### src/rtl/dprt_ram.sv
// Simple dual-port synchronous RAM, one write and one registered read port.
module dprt_ram #(
    parameter int W  = 8,
    parameter int AW = 4
) (
    input  logic          clk,
    input  logic          we,
    input  logic [AW-1:0] waddr,
    input  logic [W-1:0]  wdata,
    input  logic          re,
    input  logic [AW-1:0] raddr,
    output logic [W-1:0]  rdata
);

    logic [W-1:0] mem [0:(1<<AW)-1];
    logic [W-1:0] rdata_reg;

    always_ff @(posedge clk)
    begin
        if (we)
        begin
            mem[waddr] <= wdata;
        end
    end

    // hold the last read word until the next read
    always_ff @(posedge clk)
    begin
        if (re)
        begin
            rdata_reg <= mem[raddr];
        end
    end

    assign rdata = rdata_reg;

endmodule

### config.mk
export PLATFORM = sky130hd
export DESIGN_NAME = dprt_ram
export DESIGN_NICKNAME = d
export VERILOG_FILES = /design/src/rtl/dprt_ram.sv
export SDC_FILE = /design/constraint.sdc
export NUM_CORES = 1
export LEC_CHECK = 0
export BUFFER_PORTS_ARGS = -buffer_cell sky130_fd_sc_hd__clkbuf_2
export CORE_AREA = 4 4 108 100
export CTS_CLUSTER_SIZE = 16
export DETAILED_ROUTE_END_ITERATION = 8
export DIE_AREA = 0 0 112 104
export GPL_TIMING_DRIVEN = 0
export PLACE_DENSITY_LB_ADDON = 0.12
export SYNTH_ARGS = -nofsm -noshare
export SYNTH_HDL_FRONTEND = slang
export SYNTH_SLANG_ARGS = --single-unit
### constraint.sdc
create_clock -name clk -period 2.31 [get_ports clk]
set_clock_uncertainty 0.05 [all_clocks]
set_input_delay 0.1155 -clock clk [delete_from_list [all_inputs] [get_ports clk]]
set_output_delay 0.1155 -clock clk [all_outputs]
set_load 0.01 [all_outputs]
==> flow_metrics.py, run 1 <==
metrics = {
    "run_status": {
        "outcome": "complete, no violations",
    },
    "synthesis": {
        "synthCells": 229,
        "ys_types": 18,
        "synthTopCellsByArea": "edfxtp_1, mux4_2, mux4_1, a22oi_1, nor2_1",
        "synth_top_area_frac": 0.781,
        "synthArstFlopShare": 0,
        "ys.warnings.count": 0,
        "synth.avg_cell_area_um2": 22.8,
        "yosys.area.top_type": "edfxtp_1",
        "syn-cell-area_mm2": 0.00523,
        "syn_nets": 248,
        "synth-edff-count": 136,
        "synth_most_common_cell": "edfxtp_1",
        "synth_ff_type": "edfxtp_1",
        "synth-seq-cells": 136,
        "seq_area_frac_synth": 0.781,
        "ys_top_cells_by_count": "edfxtp_1, mux4_2, a22oi_1",
    },
    "critical_path": {
        "critPathTopFamily": "simple AND/OR/NAND/NOR gates",
        "required_ns": 2.38,
        "cpPeakStageDelay_ns": 0.95,
        "cp-start-kind": "input pin",
        "cp_slowest_cell": "nor3_1",
        "cp.arrival_ns": 1.71,
        "crit_buf_inv": 1,
        "worstPathMaxFanout": 8,
        "cp-end-kind": "flip-flop",
        "critPathKind": "input pin to flip-flop",
        "r2r_setup_slack_ns": 0.69,
        "cp_cell_sequence": "clkbuf_2, or3b_2, nor3_1",
    },
    "cts": {
        "root_buffer": "clkbuf_8",
        "htreeDepth": 4,
        "clkTransAtPathRegs_ns": 0.06,
        "cts_setup_buffers": 0,
        "cts_tree": "yes",
        "cts_buffers": 17,
        "clk_latency_ns": 0.52,
        "cts_sinks": 136,
        "cts.repair.resized": 0,
        "cts_max_path_buffers": 2,
    },
    "power_and_ir_drop": {
        "p_per_area_mw_per_mm2": 938,
        "power_mw": 5.76,
        "leakage_nw": 2.05,
        "peakVddDrop_v": 0.000553,
    },
    "route": {
        "vias_per_cell": 5.79,
        "drtAntennaViolNets": 0,
        "remaining_drc_errors": 0,
        "vias": 2403,
        "first_iter_violations": 229,
        "wl_mm": 9.88,
        "first_pass_iters": 4,
        "wl_per_cell_um": 23.8,
    },
    "sta": {
        "tns_ns": 0,
        "fin_crit_ns": 1.64,
        "final_hold_viol_count": 0,
        "fin_crit_sh": 0.709,
        "hold_ws_ns": 0.0233,
        "fmax_ghz": 0.610,
        "final-setup-viol-count": 0,
        "slew_violations": 0,
        "max-slew-margin-rel": 0.0756,
        "rsz0062_at_grt": "false",
        "worst_pin_slew_ns": 1.38,
    },
    "floorplanning": {
        "num_rows": 34,
        "start_util": 0.546,
        "core_area_mm2": 0.00957,
        "die_area_mm2": 0.0116,
        "die_h_um": 104,
        "die_w_um": 112,
        "ios": 27,
    },
    "place": {
        "gp_congestion": 0.709,
        "dpl.cell_count": 380,
        "dp_hpwl_mm": 6.08,
        "placed_cell_area_mm2": 0.00551,
        "port_buffers": 25,
    },
    "final_layout": {
        "largest_reg_flops": 128,
        "syn_to_final_growth_pct": 17.5,
        "drive_above_1_share": 0.291,
        "diodes": 0,
        "fin_cells": 415,
        "finalInstanceArea_mm2": 0.00614,
        "finalNetCount": 295,
    },
    "grt": {
        "grt_pass1_wl_mm": 15.0,
        "grt_max_degree": 17,
        "grt_pass1_vias": 2466,
        "grt_antenna_before_repair": 0,
        "grt_remaining_overflow": 0,
        "grt_usage": 0.183,
    },
    "run": {
        "cap_violations": 0,
    },
    "min_path": {
        "min_path_type": "input pin to flip-flop",
    },
}
power by group:
group / switching [mW] / internal [mW]
clock: 0.956 / 1.74
sequential: 0.0126 / 2.78
combinational: 0.158 / 0.110
total: 1.13 / 4.64
path summary, 6_finish.rpt:
kind / from / to / cells after the start
max: waddr[2] / mem[0][0] / 3
min: wdata[7] / mem[0][7] / 1
min reg2reg: mem[8][5] / rdata[5] / 3
max reg2reg: mem[5][0] / rdata[0] / 3
through the flow:
stage                     utilization  setup slack (ns)
after CTS                       0.642             0.652
final                           0.642             0.672
after global routing            0.642             0.537
after detailed placement        0.576             0.123
after floorplan                     -             0.652
after global placement          0.576            0.0709
cell type report:
class / instances / area, um2
Tap cell: 126 / 158
Buffer: 10 / 86.3
Clock inverter: 13 / 179
Fill cell: 666 / 3430
Multi-Input combinational cell: 83 / 1060
Clock buffer: 19 / 422
Timing Repair Buffer: 28 / 155
Sequential cell: 136 / 4080
layout by cell type, fill, tap and decap left out, types with 3 or more instances in the layout:
master / n
edfxtp_1: 136
clkbuf_2: 25
mux4_2: 18
a22oi_1: 16
clkbuf_16: 16
mux4_1: 14
nor2_1: 13
nand2_1: 9
nor3_1: 4
bufinv_16: 4
clkinv_2: 4
clkinvlp_4: 4
buf_6: 3
buf_2: 3
clkdlybuf4s25_2: 3
dlygate4sd3_1: 3
logic make-up (layout without fill, tap and decap cells):
| kind of cell | after synthesis | in the layout | synth area share |
|---|---|---|---|
| buf+inv | 10 | 70 | 0.0165 |
| simple gates | 35 | 35 | 0.0314 |
| compound gates | 16 | 16 | 0.0230 |
| mux | 32 | 32 | 0.148 |
| flops | 136 | 136 | 0.781 |
routing by layer:
metal	vias to the layer above	track usage	wire length, um	part of all wire
li1	1079	-	-	-
met1	1238	0.268	4420	0.45
met2	81	0.262	4890	0.50
met3	5	0.0471	513	0.052
met4	0	0.0798	51	0.0052
met5	-	0	0	0
timing repair:
action                                  4_1_cts  5_1_grt
hold buffers                                  3        0
endpoints found under the setup margin        0        0
hold endpoints to repair                     26        0
(Power assumes the default switching activity.)
==> run 2: changes to the inputs <==
- CORE_AREA: 4 4 108 100 -> 4 4 109 101
- DIE_AREA: 0 0 112 104 -> 0 0 113 105
- clock period: 2.31 -> 1.4 ns (I/O delays scaled with it)
==> run 2 against run 1 <==
Compared with the run above: the run now ends with negative hold slack, negative setup slack left; hold slack got worse by 0.037 ns; largest cell class unchanged; global-route usage up 0.11 points; worst setup slack got worse by 0.79 ns; die area increased by 1.9%; final area barely moved; largest power group unchanged; combinational power is 83% higher.
==> flow_metrics.py, run 2 (synthesis gave the netlist of run 1 again) <==
metrics = {
    "min_path": {
        "holdPathStages": 2,
        "hp-start": "waddr[0]",
        "min_path_type": "input pin to flip-flop",
        "min_to": "mem[4][5]",
    },
    "cts": {
        "cts_setup_buffers": 0,
        "cts_tree": "yes",
        "cts_buffers": 17,
        "cts_sinks": 136,
        "clk_latency_ns": 0.51,
        "cts_max_path_buffers": 2,
        "root_buffer": "clkbuf_8",
        "clkTransAtPathRegs_ns": 0.06,
        "htreeDepth": 4,
    },
    "route": {
        "wl_per_cell_um": 23.3,
        "first_pass_iters": 4,
        "wl_mm": 9.90,
        "first_iter_violations": 188,
        "remaining_drc_errors": 0,
        "vias": 2434,
        "vias_per_cell": 5.74,
        "drtAntennaViolNets": 0,
    },
    "critical_path": {
        "cp.arrival_ns": 1.71,
        "reg2reg_from": "mem[7][5]",
        "reg2regPathDepth": 3,
        "crit_buf_inv": 0,
        "cpPeakStageDelay_ns": 0.53,
        "critPathTopFamily": "multiplexers",
        "required_ns": 1.60,
        "worst_r2r_endpoint": "rdata[5]",
        "r2r_setup_slack_ns": -0.12,
        "cp-start-kind": "flip-flop",
        "cp_slowest_cell": "mux4_2",
        "critPathKind": "flip-flop to flip-flop",
        "cp-end-kind": "flip-flop",
        "cp_cell_sequence": "mux4_2, a22oi_2, nand2_1",
        "worstPathMaxFanout": 1,
    },
    "floorplanning": {
        "core_area_mm2": 0.00994,
        "ios": 27,
        "die_w_um": 113,
        "die_area_mm2": 0.0119,
        "die_h_um": 105,
        "num_rows": 35,
        "start_util": 0.526,
    },
    "sta": {
        "final_hold_viol_count": 8,
        "rsz0062_at_grt": "true",
        "fmax_ghz": 0.659,
        "fin_crit_ns": 1.52,
        "tns_ns": -0.397,
        "max-slew-margin-rel": 0.210,
        "setup_slack_ns": -0.117,
        "worst_pin_slew_ns": 1.18,
        "fin_crit_sh": 1.08,
        "final-setup-viol-count": 8,
        "hold_ws_ns": -0.0138,
        "slew_violations": 0,
    },
    "place": {
        "dp_slack_ns": -0.560,
        "port_buffers": 25,
        "gp_congestion": 0.731,
        "dp_hpwl_mm": 6.16,
    },
    "final_layout": {
        "mostFrequentLayoutCell": "edfxtp_1",
        "drive_above_1_share": 0.353,
        "finalNetCount": 303,
        "largest_reg_flops": 128,
        "final_cell_mix": "edfxtp_1, mux4_2, clkbuf_2, clkbuf_16, nor2_1",
        "final.fill_count": 692,
        "diodes": 0,
        "syn_to_final_growth_pct": 17.5,
        "fin_util": 0.618,
    },
    "grt": {
        "grt_pass1_vias": 2520,
        "grt_antenna_before_repair": 0,
        "grt_remaining_overflow": 0,
        "grt_usage": 0.184,
        "grt_max_degree": 17,
        "grt_pass1_wl_mm": 15.2,
    },
    "run_status": {
        "outcome": "complete, but fails checks",
        "violations": "negative hold slack, negative setup slack",
    },
    "run": {
        "cap_violations": 0,
    },
    "power_and_ir_drop": {
        "p_per_area_mw_per_mm2": 1420,
        "leakage_nw": 2.01,
        "peakVddDrop_v": 0.000945,
    },
}
[run 2: cell types whose count changed in the layout (fill, tap and decap cells not counted), sizes merged]
cell | before | now
dlygate4sd3 | 3 | 11
bufinv | 4 | 0
clkinv | 5 | 9
clkbuf | 44 | 43
clkinvlp | 4 | 3
[run 2: what timing repair did]
item,in CTS,in global routing
pin swaps,8,5
hold endpoints to repair,139,0
hold buffers,11,0
resized for setup,14,10
endpoints found under the setup margin,16,16
[run 2: area by class of cell]
type	instances	area (um2)	area share
well taps	129	161	0.0263
plain buffers	10	93.8	0.0153
clock buffers	18	418	0.0680
clock inverters	12	63.8	0.0104
repair buffers	36	235	0.0383
multi-input cells	83	1090	0.177
flip-flops and latches	136	4080	0.665
[run 2: worst max-delay path by stage]
stage	start	to	slack (ns)	depth (start not counted)
2_1_floorplan	raddr[0]	rdata[1]	0.004	5
3_3_place_gp	waddr[2]	mem[8][1]	-0.58	3
3_5_place_dp	waddr[2]	mem[8][1]	-0.56	3
4_1_cts	mem[7][5]	rdata[5]	-0.09	3
5_1_grt	mem[7][5]	rdata[5]	-0.14	3
6_report	mem[7][5]	rdata[5]	-0.12	3
[run 2: power breakdown]
part           switching (mW)  leakage, nW  internal (mW)
logic                   0.278        0.535          0.211
clock network            1.51        0.234           2.10
registers              0.0207         1.24           4.59
[run 2: routing by layer]
metal,track usage,up-vias,wire length (um)
met5,0,-,0
met1,0.259,1261,4320
met3,0.0608,9,718
li1,-,1082,-
met4,0.0678,0,102
met2,0.271,82,4750
[run 2: through the flow]
stage | power (mW) | hold WS (ns) | cells | area (um2)
6_report | 8.71 | -0.0138 | 424 | 6140
5_1_grt | 9.07 | 0.00816 | 424 | 6140
4_1_cts | 8.78 | 0.00778 | 424 | 6140
3_5_place_dp | 5.14 | 0.402 | 383 | 5530
3_3_place_gp | 5.12 | 0.379 | 383 | 5530
2_1_floorplan | 4.93 | 0.119 | 229 | 5240
